<file path="src/rtl/core/lgfs_pkg.sv">
package lgfs_pkg;

    localparam int NUM_CHANNELS = 24;
    localparam int CH_W         = 5;   // index width for the channel store
    localparam int LEVEL_W      = 8;
    localparam int WORD_W       = 12;
    localparam int SHIFT_W      = 4;
    localparam int BIT_W        = 4;   // counts the bits of one word

    localparam logic [CH_W-1:0]  LAST_CH  = CH_W'(NUM_CHANNELS - 1);
    localparam logic [CH_W-1:0]  MAX_CNT  = CH_W'(NUM_CHANNELS);
    localparam logic [BIT_W-1:0] TOP_BIT  = BIT_W'(WORD_W - 1);

    typedef enum logic [1:0] {
        OP_SET     = 2'd0,
        OP_FILL    = 2'd1,
        OP_SCALED  = 2'd2,
        OP_ROTATED = 2'd3
    } t_opcode;

    typedef enum logic [1:0] {
        LATCH_NONE  = 2'd0,
        LATCH_BLANK = 2'd1,
        LATCH_RAISE = 2'd2
    } t_latch;

    // controller to datapath
    typedef struct packed {
        logic set_ch;
        logic fill;
        logic capture;
        logic mod_step;
        logic load;
        logic shift;
        logic emit_word;
        logic emit_empty;
    } t_cmd;

    // datapath to controller
    typedef struct packed {
        logic cnt_zero;
        logic off_ge_cnt;
        logic bit_zero;
        logic is_last;
    } t_status;

endpackage

</file>
<file path="src/rtl/core/lgfs_ctrl.sv">
module lgfs_ctrl (
    input  logic              i_clk,
    input  logic              i_rst_n,
    input  logic              start,
    input  logic [1:0]        i_opcode,
    input  lgfs_pkg::t_status i_status,
    output lgfs_pkg::t_cmd    o_cmd,
    output logic              busy
);

    typedef enum logic [1:0] {
        S_IDLE,
        S_MOD,
        S_LOAD,
        S_SHIFT
    } t_state;

    t_state r_state, n_state;
    logic   r_busy, n_busy;

    assign busy = r_busy;

    always_comb begin
        o_cmd   = '0;
        n_state = r_state;
        n_busy  = r_busy;
        unique case (r_state)
            S_IDLE: begin
                if (start && !r_busy) begin
                    unique case (lgfs_pkg::t_opcode'(i_opcode))
                        lgfs_pkg::OP_SET:  o_cmd.set_ch = 1'b1;
                        lgfs_pkg::OP_FILL: o_cmd.fill = 1'b1;
                        lgfs_pkg::OP_SCALED, lgfs_pkg::OP_ROTATED: begin
                            o_cmd.capture = 1'b1;
                            n_state       = S_MOD;
                            n_busy        = 1'b1;
                        end
                        default: ;
                    endcase
                end
            end
            S_MOD: begin
                // reduce the start offset by repeated subtraction
                priority if (i_status.cnt_zero) begin
                    o_cmd.emit_empty = 1'b1;
                    n_state          = S_IDLE;
                    n_busy           = 1'b0;
                end else if (i_status.off_ge_cnt) begin
                    o_cmd.mod_step = 1'b1;
                end else begin
                    o_cmd.load = 1'b1;
                    n_state    = S_SHIFT;
                end
            end
            S_LOAD: begin
                o_cmd.load = 1'b1;
                n_state    = S_SHIFT;
            end
            S_SHIFT: begin
                if (!i_status.bit_zero) begin
                    o_cmd.shift = 1'b1;
                end else begin
                    o_cmd.emit_word = 1'b1;
                    if (i_status.is_last) begin
                        n_state = S_IDLE;
                        n_busy  = 1'b0;
                    end else begin
                        n_state = S_LOAD;
                    end
                end
            end
            default: begin
                n_state = S_IDLE;
                n_busy  = 1'b0;
            end
        endcase
    end

    always_ff @(posedge i_clk) begin
        if (!i_rst_n) begin
            r_state <= S_IDLE;
            r_busy  <= 1'b0;
        end else begin
            r_state <= n_state;
            r_busy  <= n_busy;
        end
    end

endmodule

</file>
<file path="src/rtl/core/lgfs_datapath.sv">
module lgfs_datapath (
    input  logic                                i_clk,
    input  logic                                i_rst_n,
    input  lgfs_pkg::t_cmd                      i_cmd,
    input  logic                                i_cfg_we,
    input  logic [lgfs_pkg::SHIFT_W-1:0]        i_cfg_wdata,
    input  logic [1:0]                          i_opcode,
    input  logic [lgfs_pkg::CH_W-1:0]           i_channel_index,
    input  logic [lgfs_pkg::LEVEL_W-1:0]        i_level,
    input  logic [lgfs_pkg::CH_W-1:0]           i_send_count,
    input  logic [lgfs_pkg::CH_W-1:0]           i_start_offset,
    output lgfs_pkg::t_status                   o_status,
    output logic                                o_result_strobe,
    output logic [lgfs_pkg::WORD_W-1:0]         o_gray_word,
    output logic                                o_word_valid,
    output logic                                o_last,
    output logic [1:0]                          o_latch_action
);

    logic [lgfs_pkg::LEVEL_W-1:0] r_store [lgfs_pkg::NUM_CHANNELS];
    logic [lgfs_pkg::SHIFT_W-1:0] r_bright;
    logic                         r_rotated;
    logic [lgfs_pkg::CH_W-1:0]    r_cnt;
    logic [lgfs_pkg::CH_W-1:0]    r_ch;
    logic [lgfs_pkg::CH_W-1:0]    r_idx;
    logic [lgfs_pkg::BIT_W-1:0]   r_bit;
    logic [lgfs_pkg::WORD_W-1:0]  r_word;

    logic                         r_strobe;
    logic [lgfs_pkg::WORD_W-1:0]  r_out_word;
    logic                         r_out_valid;
    logic                         r_out_last;
    logic [1:0]                   r_out_latch;

    logic [lgfs_pkg::CH_W-1:0]    n_cnt;
    logic [lgfs_pkg::WORD_W-1:0]  n_word;
    logic [lgfs_pkg::WORD_W-1:0]  raw_word;
    logic [lgfs_pkg::CH_W-1:0]    n_ch;
    logic [1:0]                   frame_latch;

    assign n_cnt = (i_send_count > lgfs_pkg::MAX_CNT) ? lgfs_pkg::MAX_CNT : i_send_count;

    assign raw_word = {r_store[r_ch], 4'b0000};
    // shifts of 12 or more clear every bit of a 12-bit word
    assign n_word   = r_rotated ? raw_word : (raw_word >> r_bright);

    // wrap the rotated read pointer at the frame count
    assign n_ch = (r_ch + 1'b1 == r_cnt) ? '0 : r_ch + 1'b1;

    assign frame_latch = r_rotated ? lgfs_pkg::LATCH_RAISE : lgfs_pkg::LATCH_BLANK;

    assign o_status.cnt_zero   = (r_cnt == '0);
    assign o_status.off_ge_cnt = (r_ch >= r_cnt);
    assign o_status.bit_zero   = (r_bit == '0);
    assign o_status.is_last    = (r_idx == r_cnt - 1'b1);

    assign o_result_strobe = r_strobe;
    assign o_gray_word     = r_out_word;
    assign o_word_valid    = r_out_valid;
    assign o_last          = r_out_last;
    assign o_latch_action  = r_out_latch;

    always_ff @(posedge i_clk) begin
        if (!i_rst_n) begin
            for (int i = 0; i < lgfs_pkg::NUM_CHANNELS; i++) begin
                r_store[i] <= '0;
            end
            r_bright <= '0;
            r_strobe <= 1'b0;
        end else begin
            r_strobe <= 1'b0;
            if (i_cfg_we) begin
                r_bright <= i_cfg_wdata;
            end
            if (i_cmd.set_ch && (i_channel_index <= lgfs_pkg::LAST_CH)) begin
                r_store[i_channel_index] <= i_level;
            end
            if (i_cmd.fill) begin
                for (int i = 0; i < lgfs_pkg::NUM_CHANNELS; i++) begin
                    r_store[i] <= i_level;
                end
            end
            if (i_cmd.emit_word || i_cmd.emit_empty) begin
                r_strobe <= 1'b1;
            end
        end
    end

    always_ff @(posedge i_clk) begin
        if (i_cmd.capture) begin
            r_rotated <= (lgfs_pkg::t_opcode'(i_opcode) == lgfs_pkg::OP_ROTATED);
            r_cnt     <= n_cnt;
            r_ch      <= (lgfs_pkg::t_opcode'(i_opcode) == lgfs_pkg::OP_ROTATED)
                         ? i_start_offset : '0;
            r_idx     <= '0;
        end
        if (i_cmd.mod_step) begin
            r_ch <= r_ch - r_cnt;
        end
        if (i_cmd.load) begin
            r_word <= n_word;
            r_bit  <= lgfs_pkg::TOP_BIT;
        end
        if (i_cmd.shift) begin
            r_bit <= r_bit - 1'b1;
        end
        if (i_cmd.emit_word) begin
            r_out_word  <= r_word;
            r_out_valid <= 1'b1;
            r_out_last  <= o_status.is_last;
            r_out_latch <= o_status.is_last ? frame_latch : lgfs_pkg::LATCH_NONE;
            r_idx       <= r_idx + 1'b1;
            r_ch        <= n_ch;
        end
        if (i_cmd.emit_empty) begin
            r_out_word  <= '0;
            r_out_valid <= 1'b0;
            r_out_last  <= 1'b1;
            r_out_latch <= frame_latch;
        end
    end

endmodule

</file>
<file path="src/rtl/core/led_grayscale_frame_shifter.sv">
// channel   ports                                   handshake
// command   i_opcode i_channel_index i_level        start & !busy
//           i_send_count i_start_offset
// config    i_cfg_wdata                             i_cfg_we
// result    o_gray_word o_word_valid o_last         o_result_strobe, one cycle
//           o_latch_action
//
// set and fill items leave busy low.
// a frame item first reduces the offset by repeated subtraction (at most 31 subtractions),
// then gives each word one load and its bit clocks; an empty frame returns from the reduce state.
// the bit clock counter in the datapath sets the word rate.
// reset is synchronous, active low, and clears the channel store and the brightness.
// the receiver cannot stall: each result shows for one cycle with the strobe.
module led_grayscale_frame_shifter (
    input  logic                          i_clk,
    input  logic                          i_rst_n,
    input  logic                          start,
    output logic                          busy,
    input  logic [1:0]                    i_opcode,
    input  logic [lgfs_pkg::CH_W-1:0]     i_channel_index,
    input  logic [lgfs_pkg::LEVEL_W-1:0]  i_level,
    input  logic [lgfs_pkg::CH_W-1:0]     i_send_count,
    input  logic [lgfs_pkg::CH_W-1:0]     i_start_offset,
    input  logic                          i_cfg_we,
    input  logic [lgfs_pkg::SHIFT_W-1:0]  i_cfg_wdata,
    output logic                          o_result_strobe,
    output logic [lgfs_pkg::WORD_W-1:0]   o_gray_word,
    output logic                          o_word_valid,
    output logic                          o_last,
    output logic [1:0]                    o_latch_action
);

    lgfs_pkg::t_cmd    cmd;
    lgfs_pkg::t_status status;

    lgfs_ctrl u_ctrl (
        .i_clk    (i_clk),
        .i_rst_n  (i_rst_n),
        .start    (start),
        .i_opcode (i_opcode),
        .i_status (status),
        .o_cmd    (cmd),
        .busy     (busy)
    );

    lgfs_datapath u_datapath (
        .i_clk           (i_clk),
        .i_rst_n         (i_rst_n),
        .i_cmd           (cmd),
        .i_cfg_we        (i_cfg_we),
        .i_cfg_wdata     (i_cfg_wdata),
        .i_opcode        (i_opcode),
        .i_channel_index (i_channel_index),
        .i_level         (i_level),
        .i_send_count    (i_send_count),
        .i_start_offset  (i_start_offset),
        .o_status        (status),
        .o_result_strobe (o_result_strobe),
        .o_gray_word     (o_gray_word),
        .o_word_valid    (o_word_valid),
        .o_last          (o_last),
        .o_latch_action  (o_latch_action)
    );

endmodule
</file>
<file path="config.mk">
export PLATFORM = sky130hd
export DESIGN_NAME = led_grayscale_frame_shifter
export DESIGN_NICKNAME = d
export VERILOG_FILES = /design/src/rtl/core/lgfs_pkg.sv /design/src/rtl/core/lgfs_ctrl.sv /design/src/rtl/core/lgfs_datapath.sv /design/src/rtl/core/led_grayscale_frame_shifter.sv
export SDC_FILE = /design/constraint.sdc
export NUM_CORES = 1
export LEC_CHECK = 0
export ABC_AREA = 1
export BUFFER_PORTS_ARGS = -buffer_cell sky130_fd_sc_hd__buf_2
export CORE_MARGIN = 10
export CORE_UTILIZATION = 45
export CTS_BUF_LIST = sky130_fd_sc_hd__clkbuf_4 sky130_fd_sc_hd__clkbuf_8
export DETAILED_ROUTE_END_ITERATION = 8
export GPL_TIMING_DRIVEN = 0
export SYNTH_ARGS = -nofsm -noshare
export SYNTH_HDL_FRONTEND = slang
export SYNTH_HIERARCHICAL = 1
export SYNTH_SLANG_ARGS = --single-unit
</file>
<file path="constraint.sdc">
create_clock -name i_clk -period 3.4 [get_ports i_clk]
set_clock_uncertainty 0.15 [all_clocks]
set_input_delay 1.02 -clock i_clk [delete_from_list [all_inputs] [get_ports i_clk]]
set_output_delay 1.02 -clock i_clk [all_outputs]
set_load 0.005 [all_outputs]
</file>
==> metrics.md <==
| Metric | Value |
|---|---|
| Final Setup Violations | `0` |
| Met1 Track Usage GR | `0.2755` |
| WS Path Type | `flop to flop` |
| Clock root buffer | `clkbuf_8` |
| Die height | `201.6 um` |
| Multi-input gate area | `5151 um2` |
| HPWL after DPL | `30.84 mm` |
| CTS Buf Count | `54` |
| Met2 Resource Use GR | `0.3319` |
| Setup TNS | `0 ns` |
| Net switching power | `5.256 mW` |
| HP Class | `flop to flop` |
| Switching Share | `0.3934` |
| # rows | `66` |
| Reg power frac | `0.370` |
| Crit end category | `flop` |
| Final Wtd Congestion | `0.9191` |
| Critical Path AT | `3.55 ns` |
| Endpoints failing hold | `0` |
| Internal power | `8.105 mW` |
| FF+latch area | `9249 um2` |
| All-Layer GR Usage | `0.2103` |
| Main synth FF type | `edfxtp_1` |
| Yosys reg bits | `317` |
| Initial antenna violation count | `0` |
| Netlist cell types | `43` |
| Tmin final | `3.370 ns` |
| Vias/cell | `5.248` |
| Final Slew Violations | `0` |
| Via count | `11676` |
| Setup bufs post-CTS | `0` |
| Worst endpoint required time | `3.58 ns` |
| Combinational share of power | `0.365` |
| Ratio of cells with drive above 1 in the final layout | `0.1346` |
| First-pass GRT wire length | `65.33 mm` |
| Max cap viols | `0` |
| Leakage | `7.367 nW` |
| TritonCTS clock tree | `built` |
| Die Area | `40640 um2` |
| DR DRC count | `0` |
| CORE AREA | `32540 um2` |
| Worst-Margin Slew | `0.9215 ns` |
| Synthesized area | `14840 um2` |
| IO Pins | `51` |
| TritonCTS Sinks | `317` |
| Number of synthesized flops with an enable pin | `290` |
| R2R depth | `10` |
| Filler cells | `3079` |
| Avg Inst Size Synth | `9.487 um2` |
| VDD IR-drop max | `0.3697 mV` |
| 1st-pass router iterations | `7` |
| # nets final | `1791` |
| DRT iter0 DRCs | `1054` |
| WHS Path Cells | `2` |
| RSZ-0062 raised after global routing | `no` |
| Area delta synth->final | `16.07%` |
| Mapped Cells | `1564` |
| Non-filler cells, final | `2225` |
| # diodes | `0` |
| Clock power share | `0.265` |
| Largest net degree at the start of global routing | `15` |
| Clock Pin Slew Worst Setup and Hold Paths | `0.05 ns` |
| Initial Utilization | `0.4560` |
| Register area share after synthesis | `0.6233` |
| Period utilization | `0.9912` |
| Die X | `201.6 um` |
| Final ANT Viol Nets | `0` |
| Final total power | `13.36 mW` |
| Max frequency | `296.7 MHz` |
| Yosys warning total | `6` |
| Drt total wl | `43.77 mm` |
| Detail-routed net length per standard cell | `19.67 um` |
| Max_slew headroom | `0.3857` |
| Worst-path fanout max | `10` |
| GRT Max-Usage Layer | `met2` |
| Power per cell area | `775.8 nW/um2` |
| Clk_lat worst skew | `0.62 ns` |
| GRT overflow | `0` |
| Type of origin of the critical path | `flop` |
| Met3 Track Usage GR | `0.04305` |
| Port Buffers | `50` |
| Htree depth | `2` |
| Placed cells | `2127` |
| FFs w/ async S/R, synth | `0` |
| CTS Buffer Depth | `3` |
| Vias in the first global route | `10919` |
| Post-CTS Hold Fix Bufs | `0` |
| Status | `complete, no violations` |
-- area by class of cell --
cell class,count,share of cell area
Tap cell,442,0.03211
Clock inverter,21,0.01039
Clock buffer,77,0.05427
Multi-Input combinational cell,1110,0.2991
Timing Repair Buffer,58,0.01802
Inverter,125,0.02724
Sequential cell,317,0.5370
Buffer,75,0.02187
-- sequential cells by signal, indices dropped and copies added (netlist names), named ones only --
register / flops
u_datapath/r_store: 256
u_datapath/o_gray_word: 12
u_datapath/r_word: 12
u_datapath/r_ch: 5
u_datapath/r_cnt: 5
u_datapath/r_idx: 5
u_datapath/r_bit: 4
u_datapath/r_bright: 4
u_ctrl/r_state: 2
u_datapath/o_latch_action: 2
u_ctrl/busy: 1
u_datapath/o_last: 1
u_datapath/o_result_strobe: 1
u_datapath/o_word_valid: 1
u_datapath/r_rotated: 1
-- path summary, 6_finish.rpt --
check                           from                         to  slack, ns
max                u_ctrl/r_state[0]  u_datapath/r_store[20][1]       0.03
min          u_datapath/o_word_valid    u_datapath/o_word_valid       0.31
max reg2reg        u_ctrl/r_state[0]  u_datapath/r_store[20][1]       0.03
min reg2reg  u_datapath/o_word_valid    u_datapath/o_word_valid       0.31
-- through the flow --
| stage | utilization | cell area [um2] | setup WS (ns) | hold slack [ns] |
|---|---|---|---|---|
| finish | 0.5293 | 17220 | 0.02998 | 0.3090 |
| global route | 0.5293 | 17220 | 0.003193 | 0.3516 |
| CTS | 0.5267 | 17140 | -0.1118 | 0.3122 |
| detailed placement | 0.4898 | 15940 | -0.9292 | 0.2987 |
| global placement | 0.4880 | 15880 | -1.108 | 0.2918 |
| floorplan | - | 15070 | 0.3463 | 0.2974 |
-- worst max-delay path, stage by stage (launching register included) --
cell and delay (ns):
dfxtp_1 0.34, inv_1 0.15, ha_1 0.26, nand2_2 0.12, nor3_1 0.57, nand2_1 0.24
a21oi_2 0.25, nand2_1 0.15, clkbuf_2 0.25, o21ai_2 0.40, buf_4 0.24
-- layer usage --
layer / share of wire / wire length (um)
met5: 0 / 0
met2: 0.46 / 20000
met1: 0.43 / 18830
met4: 0.039 / 1720
met3: 0.074 / 3220
-- synthesized netlist by cell type, types with 2 or more instances --
cell type | n | share of area
o31ai_1 | 2 | 0.0010
inv_1 | 109 | 0.028
buf_6 | 2 | 0.0015
a21oi_1 | 18 | 0.0061
inv_2 | 5 | 0.0013
ha_1 | 16 | 0.013
buf_4 | 14 | 0.0071
clkinv_1 | 11 | 0.0028
xor2_1 | 12 | 0.0071
nand3_1 | 278 | 0.094
o21ai_1 | 2 | 0.00067
a21boi_0 | 2 | 0.0010
a31oi_1 | 3 | 0.0013
clkbuf_1 | 34 | 0.0086
buf_2 | 20 | 0.0067
nor2_1 | 229 | 0.058
nor2_2 | 4 | 0.0017
dfxtp_1 | 27 | 0.036
o211ai_1 | 2 | 0.0010
nand2_1 | 386 | 0.098
buf_1 | 5 | 0.0013
xnor2_1 | 4 | 0.0024
or2_2 | 3 | 0.0013
nand2_2 | 4 | 0.0017
o21ai_0 | 64 | 0.022
nor3_1 | 2 | 0.00067
edfxtp_1 | 290 | 0.59
-- power groups by stage --
| stage | Sequential [mW] | Combinational [mW] | Clock, mW |
|---|---|---|---|
| global placement | 5.03 | 4.69 | 0 |
| CTS | 4.95 | 4.77 | 3.61 |
| finish | 4.95 | 4.88 | 3.53 |
| global route | 5.00 | 5.31 | 3.79 |
| detailed placement | 5.03 | 4.73 | 0 |
| floorplan | 4.99 | 2.97 | 0 |
-- what timing repair did --
| item | 4_1_cts | 5_1_grt |
|---|---|---|
| gates resized for setup | 37 | 20 |
| endpoints found under the setup margin | 145 | 272 |
| endpoints found under the hold margin | 0 | 0 |
-- logic make-up (layout without fill, tap and decap cells) --
family                     Yosys count  after routing  synth area share
buffers and inverters              200            356           0.05683
other                                1             64         0.0002527
and+or+nand+nor                    914            914            0.2591
DFF                                317            317            0.6233
xor gates and xnor gates            16             16          0.009444
muxes                                1              1         0.0007589
AOI/OAI and AO/OA                   98             98           0.03542
adders and majority gates           17             17           0.01484
-- cells in the final DEF, fill, tap and decap left out, types with 21 or more instances in the layout --
| cell type | instances |
|---|---|
| buf_2 | 70 |
| buf_4 | 22 |
| clkbuf_1 | 32 |
| clkbuf_8 | 57 |
| clkinv_1 | 21 |
| conb_1 | 64 |
| dfxtp_1 | 27 |
| edfxtp_1 | 290 |
| inv_1 | 109 |
| nand2_1 | 386 |
| nand3_1 | 275 |
| nor2_1 | 224 |
| o21ai_0 | 40 |
(Power assumes the default switching activity.)
